## config.mk

```make
export PLATFORM = sky130hd
export DESIGN_NAME = display_reply_frame_parser_unit
export DESIGN_NICKNAME = d
export VERILOG_FILES = /design/src/sv/drfp_pkg.sv /design/src/sv/drfp_front.sv /design/src/sv/drfp_queue.sv /design/src/sv/drfp_back.sv /design/src/sv/display_reply_frame_parser_unit.sv
export SDC_FILE = /design/constraint.sdc
export NUM_CORES = 1
export LEC_CHECK = 0
export BUFFER_PORTS_ARGS = -buffer_cell sky130_fd_sc_hd__buf_2
export CORE_ASPECT_RATIO = 0.75
export CORE_MARGIN = 2
export CORE_UTILIZATION = 37
export CTS_CLUSTER_DIAMETER = 100
export CTS_CLUSTER_SIZE = 16
export DETAILED_ROUTE_END_ITERATION = 8
export PLACE_DENSITY = 0.54
export SETUP_SLACK_MARGIN = 0.1
export SYNTH_ARGS = -nofsm -noshare
export SYNTH_HDL_FRONTEND = slang
export SYNTH_SLANG_ARGS = --single-unit
```

## constraint.sdc

```tcl
create_clock -name clock -period 5.74 [get_ports clock]
set_input_delay 0 -clock clock [delete_from_list [all_inputs] [get_ports clock]]
set_output_delay 0 -clock clock [all_outputs]
set_load 0.1 [all_outputs]
```

## src/sv/drfp_pkg.sv

```systemverilog
`default_nettype none
// ----------------------------------------------------------------------------
// drfp_pkg
// Shared types and constants of the display reply frame parser.
// ----------------------------------------------------------------------------
package drfp_pkg;

   // Frame markers
   localparam logic [7:0] CHAR_S  = 8'h53;  // 'S'
   localparam logic [7:0] CHAR_T  = 8'h54;  // 'T'
   localparam logic [7:0] CHAR_LT = 8'h3C;  // '<'
   localparam logic [7:0] CHAR_GT = 8'h3E;  // '>'
   localparam logic [7:0] CHAR_E  = 8'h45;  // 'E'

   // Trailer: three marker bytes then two ignored CRC bytes
   localparam int unsigned     TRAILER_LEN = 5;
   localparam logic [15:0]     TRAILER_LAST = 16'(TRAILER_LEN - 1);

   // Result kinds
   localparam logic KIND_PAYLOAD   = 1'b0;
   localparam logic KIND_FRAME_END = 1'b1;

   // Register file
   localparam int unsigned     CSR_ADDR_W        = 3;
   localparam logic            REG_KNOWN_COMMAND = 1'b0;  // register index
   localparam logic [15:0]     KNOWN_COMMAND_RST = 16'h0002;

   // Front-to-back queue
   localparam int unsigned     QUEUE_DEPTH = 4;
   localparam int unsigned     QUEUE_PTR_W = $clog2(QUEUE_DEPTH);
   localparam int unsigned     QUEUE_CNT_W = $clog2(QUEUE_DEPTH + 1);

   // Result tdata: payload_byte, frame_command, key_value, trailer_ok,
   // command_known, padded to whole bytes
   localparam int unsigned     RSP_FIELDS_W = 8 + 16 + 8 + 1 + 1;
   localparam int unsigned     RSP_DATA_W   = ((RSP_FIELDS_W + 7) / 8) * 8;

   typedef struct packed {
      logic        kind;
      logic [7:0]  payload;
      logic [15:0] command;
      logic [7:0]  key;
      logic        trailer_ok;
   } result_entry_type;

   typedef struct packed {
      logic valid;
      logic full;
   } queue_status_type;

endpackage : drfp_pkg
`default_nettype wire

```

## src/sv/drfp_front.sv

```systemverilog
`default_nettype none
// ----------------------------------------------------------------------------
// drfp_front
// Byte-wise frame parser: tracks the frame phase and pushes payload and
// frame-end records into the result queue.
// ----------------------------------------------------------------------------
module drfp_front
   import drfp_pkg::*;
(
   input  wire logic             clock,
   input  wire logic             reset,
   input  wire logic             byte_valid,
   input  wire logic [7:0]       byte_data,
   output logic                  byte_ready,
   input  wire queue_status_type q_status,
   output logic                  push,
   output result_entry_type      push_entry
);

   typedef enum logic [3:0] {
      PH_HUNT_S,
      PH_HUNT_T,
      PH_HUNT_LT,
      PH_CMD_HI,
      PH_CMD_LO,
      PH_LEN_HI,
      PH_LEN_LO,
      PH_PAYLOAD,
      PH_TRAILER
   } phase_type;

   phase_type    phase_ff, phase_in;
   logic [15:0]  count_ff, count_in;
   logic [15:0]  command_ff, command_in;
   logic [15:0]  length_ff, length_in;
   logic [7:0]   key_ff, key_in;
   logic         match_ff, match_in;
   logic         accept;
   logic [15:0]  length_full;
   logic         last_payload;
   logic         trailer_bad;

   assign byte_ready   = !q_status.full;
   assign accept       = byte_valid && byte_ready;
   assign length_full  = {length_ff[15:8], byte_data};
   assign last_payload = ({1'b0, count_ff} + 17'd1) >= {1'b0, length_ff};
   assign trailer_bad  = (count_ff == 16'd0 && byte_data != CHAR_GT) ||
                         (count_ff == 16'd1 && byte_data != CHAR_E)  ||
                         (count_ff == 16'd2 && byte_data != CHAR_T);

   always_comb begin
      phase_in   = phase_ff;
      count_in   = count_ff;
      command_in = command_ff;
      length_in  = length_ff;
      key_in     = key_ff;
      match_in   = match_ff;
      push       = 1'b0;
      push_entry = '0;
      if (accept) begin
         case (phase_ff)
            PH_HUNT_S: begin
               if (byte_data == CHAR_S) phase_in = PH_HUNT_T;
            end
            PH_HUNT_T: begin
               if (byte_data == CHAR_T) phase_in = PH_HUNT_LT;
            end
            PH_HUNT_LT: begin
               if (byte_data == CHAR_LT) phase_in = PH_CMD_HI;
            end
            PH_CMD_HI: begin
               command_in = {byte_data, 8'h00};
               phase_in   = PH_CMD_LO;
            end
            PH_CMD_LO: begin
               command_in = {command_ff[15:8], byte_data};
               phase_in   = PH_LEN_HI;
            end
            PH_LEN_HI: begin
               length_in = {byte_data, 8'h00};
               phase_in  = PH_LEN_LO;
            end
            PH_LEN_LO: begin
               length_in = length_full;
               key_in    = 8'h00;
               count_in  = 16'd0;
               match_in  = 1'b1;
               // zero length skips straight to the trailer with key 0
               phase_in  = (length_full == 16'd0) ? PH_TRAILER : PH_PAYLOAD;
            end
            PH_PAYLOAD: begin
               if (last_payload) begin
                  // hold the final byte as the key, do not emit it
                  key_in   = byte_data;
                  count_in = 16'd0;
                  match_in = 1'b1;
                  phase_in = PH_TRAILER;
               end else begin
                  count_in           = count_ff + 16'd1;
                  push               = 1'b1;
                  push_entry.kind    = KIND_PAYLOAD;
                  push_entry.payload = byte_data;
                  push_entry.command = command_ff;
               end
            end
            PH_TRAILER: begin
               if (trailer_bad) match_in = 1'b0;
               if (count_ff < TRAILER_LAST) begin
                  count_in = count_ff + 16'd1;
               end else begin
                  push                  = 1'b1;
                  push_entry.kind       = KIND_FRAME_END;
                  push_entry.command    = command_ff;
                  push_entry.key        = key_ff;
                  push_entry.trailer_ok = match_ff && !trailer_bad;
                  count_in              = 16'd0;
                  phase_in              = PH_HUNT_S;
               end
            end
            default: begin
               phase_in = PH_HUNT_S;
            end
         endcase
      end
   end

   always_ff @(posedge clock) begin
      if (reset) begin
         phase_ff   <= PH_HUNT_S;
         count_ff   <= '0;
         command_ff <= '0;
         length_ff  <= '0;
         key_ff     <= '0;
         match_ff   <= 1'b1;
      end else begin
         phase_ff   <= phase_in;
         count_ff   <= count_in;
         command_ff <= command_in;
         length_ff  <= length_in;
         key_ff     <= key_in;
         match_ff   <= match_in;
      end
   end

endmodule : drfp_front
`default_nettype wire

```

## src/sv/drfp_queue.sv

```systemverilog
`default_nettype none
// ----------------------------------------------------------------------------
// drfp_queue
// Short first-in first-out queue of result records between parser and
// output stage.
// ----------------------------------------------------------------------------
module drfp_queue
   import drfp_pkg::*;
(
   input  wire logic             clock,
   input  wire logic             reset,
   input  wire logic             push,
   input  wire result_entry_type push_entry,
   input  wire logic             pop,
   output queue_status_type      status,
   output result_entry_type      head
);

   result_entry_type       store_ff [QUEUE_DEPTH];
   logic [QUEUE_PTR_W-1:0] wr_ptr_ff, wr_ptr_in;
   logic [QUEUE_PTR_W-1:0] rd_ptr_ff, rd_ptr_in;
   logic [QUEUE_CNT_W-1:0] count_ff, count_in;
   logic                   do_pop;

   assign status.valid = (count_ff != '0);
   assign status.full  = (count_ff == QUEUE_CNT_W'(QUEUE_DEPTH));
   assign head         = store_ff[rd_ptr_ff];
   assign do_pop       = pop && status.valid;

   always_comb begin
      wr_ptr_in = push   ? wr_ptr_ff + QUEUE_PTR_W'(1) : wr_ptr_ff;
      rd_ptr_in = do_pop ? rd_ptr_ff + QUEUE_PTR_W'(1) : rd_ptr_ff;
      count_in  = count_ff;
      if (push && !do_pop) count_in = count_ff + QUEUE_CNT_W'(1);
      if (!push && do_pop) count_in = count_ff - QUEUE_CNT_W'(1);
   end

   always_ff @(posedge clock) begin
      if (push) store_ff[wr_ptr_ff] <= push_entry;
   end

   always_ff @(posedge clock) begin
      if (reset) begin
         wr_ptr_ff <= '0;
         rd_ptr_ff <= '0;
         count_ff  <= '0;
      end else begin
         wr_ptr_ff <= wr_ptr_in;
         rd_ptr_ff <= rd_ptr_in;
         count_ff  <= count_in;
      end
   end

endmodule : drfp_queue
`default_nettype wire

```

## src/sv/drfp_back.sv

```systemverilog
`default_nettype none
// ----------------------------------------------------------------------------
// drfp_back
// Output stage: takes records from the queue, tags frame ends against the
// known command code and holds the result word for the receiver.
// ----------------------------------------------------------------------------
module drfp_back
   import drfp_pkg::*;
(
   input  wire logic                  clock,
   input  wire logic                  reset,
   input  wire queue_status_type      q_status,
   input  wire result_entry_type      q_head,
   output logic                       q_pop,
   input  wire logic [15:0]           known_command,
   output logic                       out_valid,
   input  wire logic                  out_ready,
   output logic [RSP_DATA_W-1:0]      out_data,
   output logic                       out_kind
);

   logic                  valid_ff, valid_in;
   logic [RSP_DATA_W-1:0] data_ff, data_in;
   logic                  kind_ff, kind_in;
   logic                  load;
   logic                  known;

   assign load  = q_status.valid && (!valid_ff || out_ready);
   assign q_pop = load;
   assign known = (q_head.kind == KIND_FRAME_END) && (q_head.command == known_command);

   always_comb begin
      valid_in = valid_ff;
      data_in  = data_ff;
      kind_in  = kind_ff;
      if (load) begin
         valid_in = 1'b1;
         kind_in  = q_head.kind;
         data_in  = RSP_DATA_W'({known, q_head.trailer_ok, q_head.key,
                                 q_head.command, q_head.payload});
      end else if (out_ready) begin
         valid_in = 1'b0;
      end
   end

   always_ff @(posedge clock) begin
      if (reset) begin
         valid_ff <= 1'b0;
      end else begin
         valid_ff <= valid_in;
      end
      data_ff <= data_in;
      kind_ff <= kind_in;
   end

   assign out_valid = valid_ff;
   assign out_data  = data_ff;
   assign out_kind  = kind_ff;

endmodule : drfp_back
`default_nettype wire

```

## src/sv/display_reply_frame_parser_unit.sv

```systemverilog
`default_nettype none
// ----------------------------------------------------------------------------
// display_reply_frame_parser_unit
// Parses reply frames from a serial display link into payload and frame-end
// words.
//
// Usage:
//   req_* carries one received byte per word. rsp_* returns a payload byte
//   word (tuser 0) for every payload byte but the last, and a frame-end word
//   (tuser 1) after the fifth trailer byte with command, key, trailer check
//   and a compare against the known command code register (csr_ at 0x0).
//   A byte is taken every cycle while the four-entry result queue has room;
//   a result goes through the queue, then the output register. Marker bytes
//   and header bytes give no result.
//   When the receiver stalls, words collect in the queue and the output
//   register; once the queue is full, req_tready drops and input holds.
//   Reset returns the parser to hunting for 'S', empties the queue and sets
//   the known command code to 0x0002. Write the register only while idle.
// ----------------------------------------------------------------------------
module display_reply_frame_parser_unit
   import drfp_pkg::*;
(
   input  wire logic                  clock,
   input  wire logic                  reset,
   // req_tdata: [7:0] rx_byte
   input  wire logic                  req_tvalid,
   output logic                       req_tready,
   input  wire logic [7:0]            req_tdata,
   // rsp_tdata: [7:0] payload_byte, [23:8] frame_command, [31:24] key_value,
   //            [32] trailer_ok, [33] command_known, [39:34] zero
   output logic                       rsp_tvalid,
   input  wire logic                  rsp_tready,
   output logic [RSP_DATA_W-1:0]      rsp_tdata,
   // rsp_tuser: [0] item_kind
   output logic                       rsp_tuser,
   input  wire logic                  csr_psel,
   input  wire logic                  csr_penable,
   input  wire logic                  csr_pwrite,
   input  wire logic [CSR_ADDR_W-1:0] csr_paddr,
   input  wire logic [31:0]           csr_pwdata,
   output logic [31:0]                csr_prdata,
   output logic                       csr_pready
);

   logic [15:0]      known_ff;
   logic             csr_write;
   logic             reg_index;
   queue_status_type q_status;
   result_entry_type push_entry;
   result_entry_type q_head;
   logic             push;
   logic             pop;

   // register index is the word address
   assign reg_index  = csr_paddr[2];
   assign csr_pready = 1'b1;
   assign csr_write  = csr_psel && csr_penable && csr_pwrite && csr_pready;
   assign csr_prdata = (reg_index == REG_KNOWN_COMMAND) ? {16'h0000, known_ff} : 32'h0;

   always_ff @(posedge clock) begin
      if (reset) begin
         known_ff <= KNOWN_COMMAND_RST;
      end else if (csr_write && reg_index == REG_KNOWN_COMMAND) begin
         known_ff <= csr_pwdata[15:0];
      end
   end

   drfp_front u_front (
      .clock      (clock),
      .reset      (reset),
      .byte_valid (req_tvalid),
      .byte_data  (req_tdata),
      .byte_ready (req_tready),
      .q_status   (q_status),
      .push       (push),
      .push_entry (push_entry)
   );

   drfp_queue u_queue (
      .clock      (clock),
      .reset      (reset),
      .push       (push),
      .push_entry (push_entry),
      .pop        (pop),
      .status     (q_status),
      .head       (q_head)
   );

   drfp_back u_back (
      .clock         (clock),
      .reset         (reset),
      .q_status      (q_status),
      .q_head        (q_head),
      .q_pop         (pop),
      .known_command (known_ff),
      .out_valid     (rsp_tvalid),
      .out_ready     (rsp_tready),
      .out_data      (rsp_tdata),
      .out_kind      (rsp_tuser)
   );

endmodule : display_reply_frame_parser_unit
`default_nettype wire
```

==> Word-level counts from Yosys, hierarchy flattened <==
Memory sizes are Yosys's and may differ from the RTL's. A register that Yosys moved wholly into a read port is not among the register bits.
Cells that the tools add are included.
{ "word_totals": {"reg_bits": 120, "ram_bits": 136, "input_bits": 50, "output_inout_bits": 76, "wordCells": 127, "memories": 1} }
{ "classes": {"n_addsub": 6, "order_cmp": 2, "eq_ne": 24, "muxes": 37, "n_bitwise": 3, "reduce_logical": 39} }
{ "mem_list": {"columns": ["memory", "words", "width", "read_ports", "rd_ports_with_merged_regs", "write_ports", "line", "text"], "rows": [
  ["u_queue.store_ff", 4, 34, 1, 1, 1, "drfp_queue.sv:19", "result_entry_type store_ff [QUEUE_DEPTH];"]
]} }
{ "op_table": {"columns": ["operator", "count"], "rows": [
  ["$pmux W16 S2", 3],
  ["$mux W16", 3],
  ["$pmux W16 S3", 1],
  ["$pmux W4 S9", 1],
  ["$mux W34", 1],
  ["$logic_not A16 Y1", 2],
  ["$mux W25", 1],
  ["$mux W24", 1],
  ["$mux W4", 6],
  ["$add A16 B1 Y17 const B", 1],
  ["$ge A17 B16 Y1", 1],
  ["$add A16 B1 Y16 const B", 1],
  ["$eq A16 B1 Y1 const B", 1],
  ["$eq A16 B16 Y1", 1],
  ["$eq A16 B2 Y1 const B", 1],
  ["$eq A4 B3 Y1 const B", 4],
  ["$eq A8 B7 Y1 const B", 2],
  ["$lt A16 B3 Y1 const B", 1],
  ["$mux W8", 2],
  ["$ne A8 B7 Y1 const B", 2],
  ["$pmux W8 S2", 1],
  ["$logic_and A1 B1 Y1", 13],
  ["$ne A2 B1 Y1 const B", 5],
  ["$reduce_bool A2 Y1", 5],
  ["other kinds (25)", 51]
]} }

==> Longest topological paths before layout <==
Gate-level depths: netlist of run 1.
{ "depth": {"depth_word": 9, "ltp_mapped": 18, "depth_no_buf": 16} }

==> Hierarchy <==
A second synthesis of run 1 with hierarchy kept.
{ "hier_totals": {"hier_cells": 849, "area_unflattened_um2": 11258.3} }
{ "modules_own_cells": {"columns": ["module", "instances", "cells_per_inst", "area_each_um2", "seq_area_each_um2"], "rows": [
  ["drfp_queue", 1, 226, 5403.9, 4264.1],
  ["drfp_front", 1, 448, 3550.9, 1221.2],
  ["drfp_back", 1, 69, 1321.3, 1071.0],
  ["display_reply_frame_parser_unit", 1, 106, 982.2, 320.3]
]} }

==> Worst setup path before layout of run 1 <==
No wires, ideal clock.
{ "synth_path": {"path_type": "flip-flop to flip-flop", "startpoint": "reg u_front.count_ff[2]", "endpoint": "mem u_queue.store_ff[0][0] (netlist bit), enable pin", "setup_time_ns": 0.429, "arrival_time_ns": 4.345, "t_required_ns": 5.311, "setup_slack_ns": 0.966, "stages_incl_launch_ff": 14, "n_path_buf": 2, "period_less_slack_ns": 4.774, "path_cell_list": "dfxtp_1 -> and3_1 -> and3_1 -> clkbuf_1 -> nand3_1 -> xnor2_1 -> ha_1 -> a21o_1 -> a21o_1 -> a2111oi_4 -> and4_4 -> a21oi_2 -> clkbuf_1 -> nor2b_1"} }
{ "synth_via": {"elab_chain_len": 7} }
{ "synth_lines": {"columns": ["element", "line", "text"], "rows": [
  ["start, declared", "drfp_front.sv:33", "logic [15:0] count_ff, count_in;"],
  ["start signal, assigned", "drfp_front.sv:137", "count_ff <= count_in;"],
  ["$add A16 B1 Y17", "drfp_front.sv:46", "assign last_payload = ({1'b0, count_ff} + 17'd1) >= {1'b0, length_ff};"],
  ["$ge A17 B16 Y1", "drfp_front.sv:46", null],
  ["$mux W1", "drfp_front.sv:92", "if (last_payload) begin"],
  ["$pmux W1 S2 *", "drfp_front.sv:61", "case (phase_ff)"],
  ["$mux W1 *", "drfp_front.sv:60", "if (accept) begin"],
  ["$mux W1 *", "drfp_queue.sv:39", "if (push) store_ff[wr_ptr_ff] <= push_entry;"],
  ["$mux W1 (not written as such) *", "drfp_queue.sv:39", null],
  ["end, declared", "drfp_queue.sv:19", null]
]} }
Every way passes the cells marked *; elsewhere a longest branch is shown, timed or not.

==> Final worst setup path of run 1 <==
{ "layout_path": {"startpoint": "reg u_front.count_ff[3]", "endpoint": "reg u_queue.count_ff[2]"} }
{ "layout_via": {"elab_chain_len": 8} }
{ "layout_lines": {"columns": ["element", "line", "text"], "rows": [
  ["$add A16 B1 Y17", "drfp_front.sv:46", null],
  ["$ge A17 B16 Y1", "drfp_front.sv:46", null],
  ["$mux W1", "drfp_front.sv:92", null],
  ["$pmux W1 S2 *", "drfp_front.sv:61", null],
  ["$mux W1 *", "drfp_front.sv:60", null],
  ["$logic_not A1 Y1", "drfp_queue.sv:35", "if (!push && do_pop) count_in = count_ff - QUEUE_CNT_W'(1);"],
  ["$logic_and A1 B1 Y1", "drfp_queue.sv:35", null],
  ["$mux W3 / $reduce_bool A2 Y1 (equally long branches)", null, null],
  ["end signal, assigned", "drfp_queue.sv:50", "count_ff <= count_in;"],
  ["end, declared", "drfp_queue.sv:22", "logic [QUEUE_CNT_W-1:0] count_ff, count_in;"]
]} }
Marked as above.
A chain may end at the register's enable or synchronous reset.

==> results.py, run 1 <==
metrics = {
    "logic_synthesis": {
        "synth_flop_cell": "edfxtp_1",
        "ys_ff_latch": 258,
        "synth_edf_count": 171,
        "syn_inst": 852,
        "ys_types": 59,
        "syn_area_um2": 11000,
        "ys_seq_area_frac": 0.622,
        "async_reset_ff_frac": 0,
        "yosys_warnings": 0,
        "syn_area_per_cell_um2": 13.0,
    },
    "setup_path": {
        "r2r_start": "u_front.count_ff[3]$_SDFFE_PP0P_",
        "start_kind": "flop",
        "worstReg2RegEnd": "u_queue.count_ff[2]$_SDFFE_PP0P_",
        "crit_path_end_kind": "flop",
        "cp.arrival_ps": 5060,
        "path_max_fanout": 23,
        "crit_path_top_delay_cell": "and4_4",
        "rr_worst_depth": 17,
        "ff2ff_setup_slack_ps": 1080,
        "cp.required_ps": 6140,
        "setup.worst_path.end": "u_queue.count_ff[2]$_SDFFE_PP0P_",
        "slowest_delay_ps": 460,
        "critPathLaunch": "u_front.count_ff[3]$_SDFFE_PP0P_",
        "worstPathCellList": "and3_1 > and3_1 > nand3_1 > nor2_1 > xor2_1 > ha_1 > nand3_1 > nor2_1 > a2111oi_4 > and4_4 > a21oi_2 > buf_4 > ha_1 > fa_1 > xnor2_1 > or3_1 > a21oi_1",
        "path_class": "flop to flop",
    },
    "place": {
        "placed_area_um2": 11800,
        "place_congestion": 0.786,
        "place_inst": 1295,
        "hpwl_um": 15700,
        "io_buffers": 84,
    },
    "timing": {
        "max_freq_ghz": 0.215,
        "setup_viol": 0,
        "final-hold-violation-count": 0,
        "rsz0062_at_grt": "false",
        "fin_crit_sh": 0.811,
        "slew_headroom": 0.398,
        "skew_ps": 30.3,
        "slew_violations": 0,
        "setup_tns_ps": 0,
        "layout_min_cycle_time_ps": 4660,
        "tightest_slew_ps": 902,
    },
    "outcome": {
        "status": "complete, no violations",
    },
    "detailed_routing": {
        "drt_iter0_drc": 538,
        "via_count": 6801,
        "firstDrtPassIters": 4,
        "wl_per_cell_um": 18.2,
        "wl_um": 24600,
        "viasPerCell": 5.02,
        "drc": 0,
        "ant_nets": 0,
    },
    "finish": {
        "fin_area_um2": 12600,
        "fillers": 2709,
        "fin_util": 0.432,
        "num_antenna_cells": 0,
        "stdcell_count": 1356,
        "drive_gt1_frac": 0.177,
        "area_delta_synth_final_pct": 14.5,
        "fin_nets": 1026,
    },
    "floorplan": {
        "die_y_um": 154,
        "die_w_um": 204,
        "start_util": 0.378,
        "dieArea_um2": 31300,
        "coreArea_um2": 29300,
        "io_pins": 126,
        "row_count": 54,
    },
    "cts": {
        "clkLatencyLatePin_ps": 510,
        "cts_setup_buffers": 0,
        "cts_tree": "yes",
        "cts_buffer_depth": 3,
        "path_clk_slew_ps": 80,
        "cts-root-buf": "clkbuf_16",
        "h-tree-depth": 1,
        "cts_inserted_buffers": 20,
        "clock-sinks": 258,
    },
    "run": {
        "drv_cap": 0,
    },
    "grt": {
        "antenna_found_initial": 0,
        "grt_pass1_vias": 6605,
        "overflow": 0,
        "grtUsageTotal": 0.158,
        "grt_max_degree": 77,
        "grt_pass1_wl_um": 39000,
    },
    "power_and_ir_drop": {
        "powerDensity_nw_per_um2": 312,
        "leakage_nw": 3.76,
        "vdd_drop_max_v": 0.000475,
        "power_mw": 3.95,
    },
    "hold_path": {
        "hold_path.class": "primary input to flop",
    },
}
## what timing repair did
| item | CTS | global route |
|---|---|---|
| endpoints found under the hold margin | 53 | 0 |
| hold buffers | 25 | 0 |
| resized for setup | 0 | 0 |
## registers in the layout (all words and copies together) (netlist names), named ones only
register	count
u_queue.count_ff	3
u_front.key_ff	8
u_back.out_data	34
u_queue.store_ff	136
u_front.command_ff	16
u_queue.rd_ptr_ff	2
u_front.match_ff	1
u_queue.wr_ptr_ff	2
u_front.length_ff	16
u_front.phase_ff	4
u_back.out_valid	1
u_back.out_kind	1
known_ff	16
u_front.count_ff	16
## report_power, final
group | total [mW] | switching [mW] | internal [mW]
clock | 1.33 | 0.637 | 0.691
combinational | 0.530 | 0.386 | 0.144
sequential | 2.09 | 0.0476 | 2.04
## layout make-up
cell class | count | area, um^2 | area share
clock buffer | 35 | 578 | 0.0457
inverter | 23 | 86.3 | 0.00683
sequential | 258 | 6880 | 0.544
timing repair buffer | 122 | 768 | 0.0607
tap | 392 | 490 | 0.0388
clock inverter | 1 | 16.3 | 0.00129
multi-input combinational | 525 | 3830 | 0.303
## cell usage after synthesis (all sizes together), types with 11 or more instances
| cell type | count | share of area |
|---|---|---|
| nand3 | 36 | 0.017 |
| and2 | 13 | 0.0074 |
| nand2 | 89 | 0.030 |
| edfxtp | 171 | 0.46 |
| a22oi | 11 | 0.0075 |
| mux4 | 34 | 0.069 |
| buf | 41 | 0.025 |
| o21ai | 19 | 0.0089 |
| and3 | 14 | 0.0079 |
| nand4 | 11 | 0.0062 |
| nor2b | 46 | 0.026 |
| a21oi | 62 | 0.029 |
| xnor2 | 23 | 0.018 |
| inv | 23 | 0.0078 |
| clkbuf | 26 | 0.0088 |
| dfxtp | 87 | 0.16 |
| nor2 | 33 | 0.011 |
| ha | 25 | 0.028 |
## through the flow
stage | setup slack, ps | hold WS (ps)
floorplan | 966 | 124
global placement | 1230 | 227
detailed placement | 1180 | 224
CTS | 1110 | 142
global route | 707 | 194
finish | 1080 | 167
## cells in the final DEF (no fill, tap or decap), types with 3 or more instances in the layout
cell type      Yosys  final
and3_1            14     14
ha_1              25     25
nor3_1             7      7
o31ai_1            6      6
mux4_2            34     34
conb_1             2     23
xor2_1             9      9
edfxtp_1         171    171
and4_1             3      3
nor2_1            33     33
nand2b_1           3      3
nor2b_4            0      4
nor4_1             8      8
nor2b_1           46     42
a32o_1             9      9
dfxtp_1           87     86
buf_4             25     13
buf_2             12     84
and2_1            13     13
or4b_1             8      8
a22oi_1           11     11
o21ai_0           17     17
clkbuf_16          0     21
clkbuf_1          26     14
nand2_1           89     89
inv_1             23     23
nand3_1           35     35
xnor2_1           23     23
a21oi_1           60     59
dlygate4sd3_1      0     25
nand4_1           11     11
## how the worst min path moves through the flow
stage | cells past startpoint | startpoint | slack [ps] | endpoint
2_1_floorplan | 2 | csr_pwdata[1] | 120 | known_ff[1]$_SDFFE_PP1P_
3_3_place_gp | 3 | csr_pwdata[1] | 230 | known_ff[1]$_SDFFE_PP1P_
3_5_place_dp | 3 | csr_pwdata[1] | 220 | known_ff[1]$_SDFFE_PP1P_
4_1_cts | 5 | req_tvalid | 140 | u_front.phase_ff[0]$_SDFFE_PP0P_
5_1_grt | 5 | req_tvalid | 190 | u_front.phase_ff[0]$_SDFFE_PP0P_
6_report | 5 | req_tvalid | 170 | u_front.phase_ff[0]$_SDFFE_PP0P_
## worst max-delay path: cells and delay by family (launching register included)
family,cells,cell delay (ps)
compound gates,3,590
simple gates,8,1940
fa+ha+maj,3,950
flops,1,410
buf+inv,1,250
xor+xnor,2,390
## cells by family after synthesis
kind of cell | count (synthesis) | share of synthesized area
other cells | 2 | 0.000680
xor+xnor | 32 | 0.0254
fa+ha+maj | 26 | 0.0301
buf+inv | 90 | 0.0418
simple gates | 286 | 0.138
flops | 258 | 0.622
mux | 37 | 0.0721
compound gates | 121 | 0.0698
## metal layers
layer | part of all wire | routed length [um] | track usage | up-vias
met5 | 0 | 0 | 0 | -
met4 | 0.013 | 323 | 0.0268 | 0
met3 | 0.030 | 729 | 0.0206 | 22
met2 | 0.44 | 10900 | 0.234 | 98
met1 | 0.51 | 12700 | 0.250 | 3393
li1 | - | - | - | 3288
No activity file was read; power rests on OpenSTA's default activity.
==> run 2: changes to the inputs <==
--- a/config.mk
+++ b/config.mk
@@ -12,7 +12,7 @@
 export CTS_CLUSTER_DIAMETER = 100
 export CTS_CLUSTER_SIZE = 16
 export DETAILED_ROUTE_END_ITERATION = 8
-export PLACE_DENSITY = 0.54
+export PLACE_DENSITY = 0.56
 export SETUP_SLACK_MARGIN = 0.1
 export SYNTH_ARGS = -nofsm -noshare
 export SYNTH_HDL_FRONTEND = slang
==> constraint.sdc (replaced) <==
create_clock -name clock -period 4.2 [get_ports clock]
set_input_delay 0 -clock clock [delete_from_list [all_inputs] [get_ports clock]]
set_output_delay 0 -clock clock [all_outputs]
set_load 0.1 [all_outputs]
==> results.py, run 2 (synthesis gave the netlist of run 1 again) <==
metrics = {
    "timing": {
        "final-hold-violation-count": 0,
        "max_freq_ghz": 0.260,
        "layout_min_cycle_time_ps": 3840,
        "slew_headroom": 0.179,
        "whs_ps": 41.0,
        "fin_ws_ps": 357,
        "rsz0062_at_grt": "false",
        "slew_violations": 0,
        "tightest_slew_ps": 1230,
        "setup_viol": 0,
        "skew_ps": 27.2,
        "fin_crit_sh": 0.915,
    },
    "power_and_ir_drop": {
        "power_frac_clock": 0.336,
        "comb_power_share": 0.135,
        "power_frac_seq": 0.529,
        "p_sw_frac": 0.271,
        "vdd_drop_max_v": 0.000733,
        "power_switching_mw": 1.46,
        "leakage_nw": 3.81,
        "p_int_mw": 3.93,
        "powerDensity_nw_per_um2": 422,
    },
    "floorplan": {
        "die_w_um": 204,
        "die_y_um": 154,
        "dieArea_um2": 31300,
        "start_util": 0.378,
        "io_pins": 126,
        "row_count": 54,
        "coreArea_um2": 29300,
    },
    "setup_path": {
        "worstReg2RegEnd": "u_queue.count_ff[2]$_SDFFE_PP0P_",
        "crit_path_top_delay_cell": "dfxtp_2",
        "ff2ff_setup_slack_ps": 360,
        "path_buf_inv": 0,
        "slowest_delay_ps": 380,
        "critPathMostFrequentCell": "nor2_1",
        "path_max_fanout": 7,
        "path_class": "flop to flop",
        "cpLargestDelayFamily": "simple AND/OR/NAND/NOR gates",
        "cp.arrival_ps": 4270,
        "start_kind": "flop",
        "cp.required_ps": 4620,
        "r2r_start": "u_front.count_ff[2]$_SDFFE_PP0P_",
        "crit_path_end_kind": "flop",
        "rr_worst_depth": 16,
        "worstPathCellList": "and3_1 > and3_4 > nand3_2 > nor2_1 > xor2_1 > ha_1 > nand3_1 > nor2_1 > a2111oi_4 > and4_4 > a21oi_2 > ha_2 > fa_1 > xnor2_1 > or3_1 > a21oi_1",
    },
    "detailed_routing": {
        "wl_per_cell_um": 17.8,
        "viasPerCell": 5.08,
        "wl_um": 24200,
        "drc": 0,
        "firstDrtPassIters": 5,
        "ant_nets": 0,
        "drt_iter0_drc": 566,
        "via_count": 6915,
    },
    "finish": {
        "fin_nets": 1031,
        "regMostFlops": "u_queue.store_ff",
        "mostFrequentLayoutCell": "edfxtp_1",
        "area_delta_synth_final_pct": 15.8,
        "num_antenna_cells": 0,
        "final_cell_mix": "edfxtp_1 (171), nand2_1 (89), buf_2 (84)",
        "drive_gt1_frac": 0.197,
        "largest_reg_flops": 136,
    },
    "grt": {
        "antenna_found_initial": 0,
        "grtUsageTotal": 0.153,
        "grt_pass1_wl_um": 38100,
        "overflow": 0,
        "grt_max_degree": 75,
        "grt_pass1_vias": 6671,
    },
    "hold_path": {
        "hold_path.class": "primary input to flop",
        "hold_end": "u_front.count_ff[6]$_SDFFE_PP0P_",
        "hold_depth": 5,
        "worstHoldStart": "reset",
    },
    "cts": {
        "cts_tree": "yes",
        "cts-root-buf": "clkbuf_16",
        "clkLatencyLatePin_ps": 510,
        "path_clk_slew_ps": 70,
        "cts_buffer_depth": 3,
        "h-tree-depth": 1,
        "cts_inserted_buffers": 20,
        "clock-sinks": 258,
    },
    "place": {
        "io_buffers": 84,
        "hpwl_um": 15900,
        "place_congestion": 0.833,
        "pre_cts_slack_ps": 73.9,
    },
    "run": {
        "drv_cap": 0,
    },
    "outcome": {
        "status": "complete, no violations",
    },
}
[run 2: changes by cell type in the layout (fill, tap and decap cells not counted), moves of 2 or more]
cell	previous run	this run
xnor2_2	0	2
ha_1	25	23
nand3_1	35	33
and3_4	0	2
dfxtp_2	1	5
dfxtp_1	86	82
xnor2_1	23	21
nor2_2	0	2
and3_1	14	12
buf_12	0	4
nor2_1	33	30
ha_2	0	2
nand3_2	0	2
[run 2: final cells by class]
| type | count | area (um^2) |
|---|---|---|
| Fill cell | 2670 | 16500 |
| Sequential cell | 258 | 6880 |
| Multi-Input combinational cell | 525 | 3880 |
| Timing Repair Buffer | 127 | 856 |
| Clock buffer | 35 | 578 |
| Tap cell | 392 | 490 |
| Inverter | 23 | 86.3 |
| Clock inverter | 1 | 16.3 |
[run 2: worst max path at each step]
stage,startpoint,to,slack (ps),cells after the start
2_1_floorplan,u_front.count_ff[2]$_SDFFE_PP0P_,u_queue.store_ff[2][0]$_DFFE_PP_,-370,12
3_3_place_gp,u_front.count_ff[2]$_SDFFE_PP0P_,u_queue.count_ff[2]$_SDFFE_PP0P_,210,15
3_5_place_dp,u_front.count_ff[2]$_SDFFE_PP0P_,u_queue.count_ff[2]$_SDFFE_PP0P_,70,15
4_1_cts,u_front.count_ff[2]$_SDFFE_PP0P_,u_queue.count_ff[2]$_SDFFE_PP0P_,130,15
6_report,u_front.count_ff[2]$_SDFFE_PP0P_,u_queue.count_ff[2]$_SDFFE_PP0P_,360,16
5_1_grt,u_front.count_ff[2]$_SDFFE_PP0P_,u_queue.count_ff[2]$_SDFFE_PP0P_,120,16
[run 2: per-layer routing]
layer  global-route usage  routed length, um
met5                    0                  0
met4               0.0302                386
met3               0.0220                968
met2                0.234              10700
met1                0.233              12200
[run 2: power groups by stage]
stage	Sequential [mW]	Combinational (mW)	Clock, mW
final	2.85	0.726	1.81
after global routing	2.86	0.780	1.96
after CTS	2.86	0.736	1.87
after detailed placement	2.92	0.712	0
after global placement	2.91	0.698	0
after floorplan	2.94	0.522	0
[run 2: per-stage QoR]
| step | TNS (ps) | utilization | std cells | area (um^2) | total power [mW] |
|---|---|---|---|---|---|
| after floorplan | -25240 | - | 873 | 11100 | 3.47 |
| after global placement | 0 | 0.406 | 1299 | 11900 | 3.61 |
| after detailed placement | 0 | 0.406 | 1299 | 11900 | 3.63 |
| after CTS | 0 | 0.435 | 1360 | 12700 | 5.46 |
| after global routing | 0 | 0.437 | 1361 | 12800 | 5.60 |
| final | 0 | 0.437 | 1361 | 12800 | 5.39 |
[run 2: worst register-to-register path, delay by kind of cell (launching register included)]
kind	cells	cell delay [ps]
AO/OA/AOI/OAI	3	620
XOR/XNOR	2	350
adder cells (fa/ha/maj)	3	900
flip-flops	1	380
AND/OR/NAND/NOR	8	1510
[run 2: repair_timing]
action,4_1_cts,5_1_grt
endpoints found under the setup margin,1,1
hold buffers,25,0
hold endpoints to repair,56,0
buffers inserted,0,1
resized for setup,1,16
pin swaps,0,1
==> run 3: changes to the inputs <==
--- a/config.mk
+++ b/config.mk
@@ -5,9 +5,8 @@
 export SDC_FILE = /design/constraint.sdc
 export NUM_CORES = 1
 export LEC_CHECK = 0
-export BUFFER_PORTS_ARGS = -buffer_cell sky130_fd_sc_hd__buf_2
+export BUFFER_PORTS_ARGS = -buffer_cell sky130_fd_sc_hd__buf_4
 export CORE_ASPECT_RATIO = 0.75
-export CORE_MARGIN = 2
 export CORE_UTILIZATION = 37
 export CTS_CLUSTER_DIAMETER = 100
 export CTS_CLUSTER_SIZE = 16
==> results.py, run 3 (synthesis gave the netlist of run 1 again) <==
metrics = {
    "grt": {
        "grt_pass1_wl_um": 37300,
        "grt.busiest_layer": "met1",
        "grt_pass1_vias": 6496,
        "globalRouteMet2Util": 0.232,
        "overflow": 0,
        "grt_use_met1": 0.241,
        "antenna_found_initial": 0,
        "use_met3": 0.0210,
        "grtUsageTotal": 0.156,
        "grt_max_degree": 77,
    },
    "outcome": {
        "status": "complete, no violations",
    },
    "timing": {
        "max_freq_ghz": 0.256,
        "slew_violations": 0,
        "setup_viol": 0,
        "fin_crit_sh": 0.929,
        "tightest_slew_ps": 1000,
        "layout_min_cycle_time_ps": 3900,
        "final-hold-violation-count": 0,
        "rsz0062_at_grt": "false",
        "skew_ps": 19.7,
        "whs_ps": 83.8,
        "slew_headroom": 0.332,
    },
    "floorplan": {
        "dieArea_um2": 30600,
        "die_w_um": 202,
        "start_util": 0.379,
        "io_pins": 126,
        "coreArea_um2": 29200,
        "die_y_um": 152,
        "row_count": 54,
    },
    "power_and_ir_drop": {
        "power_frac_clock": 0.333,
        "p_int_mw": 3.95,
        "power_mw": 5.39,
        "comb_power_share": 0.137,
        "vdd_drop_max_v": 0.000570,
        "power_frac_seq": 0.530,
        "power_switching_mw": 1.44,
        "p_sw_frac": 0.268,
        "leakage_nw": 3.90,
        "powerDensity_nw_per_um2": 415,
    },
    "finish": {
        "fin_area_um2": 13000,
        "largest_reg_flops": 136,
        "final_cell_mix": "edfxtp_1 (171), buf_4 (98), nand2_1 (89)",
        "multiInputGateArea_um2": 3880,
        "stdcell_count": 1361,
        "fillers": 2665,
        "register_area_um2": 6880,
        "drive_gt1_frac": 0.199,
        "area_delta_synth_final_pct": 17.7,
        "mostFrequentLayoutCell": "edfxtp_1",
        "regMostFlops": "u_queue.store_ff",
        "fin_nets": 1031,
        "num_antenna_cells": 0,
    },
    "setup_path": {
        "worstPathCellList": "and3_1 > and3_2 > nand3_1 > xnor2_2 > ha_1 > a21o_1 > a21o_1 > a2111oi_4 > and4_4 > a21oi_2 > ha_2 > fa_1 > xnor2_1 > or3_1 > a21oi_1",
        "critPathMostFrequentCell": "a21o_1",
        "cpLargestDelayFamily": "simple AND/OR/NAND/NOR gates",
        "cp.required_ps": 4630,
        "crit_path_top_delay_cell": "a2111oi_4",
        "path_buf_inv": 0,
        "path_max_fanout": 7,
        "path_class": "flop to flop",
        "slowest_delay_ps": 400,
        "start_kind": "flop",
        "cp.arrival_ps": 4330,
        "crit_path_end_kind": "flop",
    },
    "cts": {
        "cts_inserted_buffers": 20,
        "cts_setup_buffers": 0,
        "h-tree-depth": 1,
        "clkLatencyLatePin_ps": 510,
        "cts_buffer_depth": 3,
        "path_clk_slew_ps": 80,
        "cts_tree": "yes",
        "clock-sinks": 258,
        "cts-root-buf": "clkbuf_16",
    },
    "detailed_routing": {
        "viasPerCell": 5.05,
        "drt_iter0_drc": 429,
        "drc": 0,
        "wl_per_cell_um": 17.6,
        "firstDrtPassIters": 5,
        "via_count": 6868,
        "ant_nets": 0,
        "wl_um": 23900,
    },
    "run": {
        "drv_cap": 0,
    },
    "place": {
        "place_inst": 1300,
        "hpwl_um": 15800,
        "io_buffers": 84,
        "place_congestion": 0.819,
        "placed_area_um2": 12100,
    },
    "hold_path": {
        "hold_path.class": "primary input to flop",
    },
}
-- run 3: metrics by stage --
step           setup TNS, ps   util  setup WS (ps)
5_1_grt                    0  0.445            112
3_5_place_dp               0  0.415            185
2_1_floorplan         -25240      -           -371
4_1_cts                    0  0.444            179
6_report                   0  0.445            299
3_3_place_gp               0  0.415            270
-- run 3: worst paths after layout --
kind	from	to	slack [ps]	depth (start not counted)
worst max-delay path	u_front.count_ff[2]$_SDFFE_PP0P_	u_queue.count_ff[2]$_SDFFE_PP0P_	300	15
worst min-delay path	reset	flop	80	2
worst max register to register	u_front.count_ff[2]$_SDFFE_PP0P_	u_queue.count_ff[2]$_SDFFE_PP0P_	300	15
worst min register to register	u_front.command_ff[6]$_SDFFE_PP0P_	u_front.command_ff[6]$_SDFFE_PP0P_	450	2
-- run 3: final cells by class --
class,count,share of cell area
clock inverter,1,0.00125
tap,392,0.0377
clock buffer,35,0.0445
inverter,23,0.00664
timing repair buffer,127,0.0820
multi-input combinational,525,0.298
sequential,258,0.529
-- run 3: worst reg2reg max path: stages, from the launching register on --
cell and delay (ps):
dfxtp_2 380, and3_1 210, and3_2 260, nand3_1 140
xnor2_2 160, ha_1 290, a21o_1 180, a21o_1 210
a2111oi_4 400, and4_4 290, a21oi_2 90, ha_2 250
fa_1 380, xnor2_1 150, or3_1 300, a21oi_1 140
-- run 3: repair_timing --
item,CTS,global route
gates resized for setup,0,17
setup endpoints to repair,0,2
hold buffers,25,0
endpoints found under the hold margin,57,0
-- run 3: layer usage --
| layer | part of all wire | vias to the layer above | wire length (um) |
|---|---|---|---|
| li1 | - | 3297 | - |
| met1 | 0.51 | 3394 | 12200 |
| met2 | 0.44 | 141 | 10400 |
| met3 | 0.037 | 36 | 884 |
| met4 | 0.017 | 0 | 409 |
| met5 | 0 | - | 0 |
-- run 3: power groups by stage --
stage	logic [mW]	registers (mW)	clock network, mW
floorplan	0.522	2.94	0
global placement	0.719	2.91	0
detailed placement	0.725	2.91	0
CTS	0.748	2.86	1.86
global route	0.802	2.87	1.95
finish	0.739	2.86	1.80
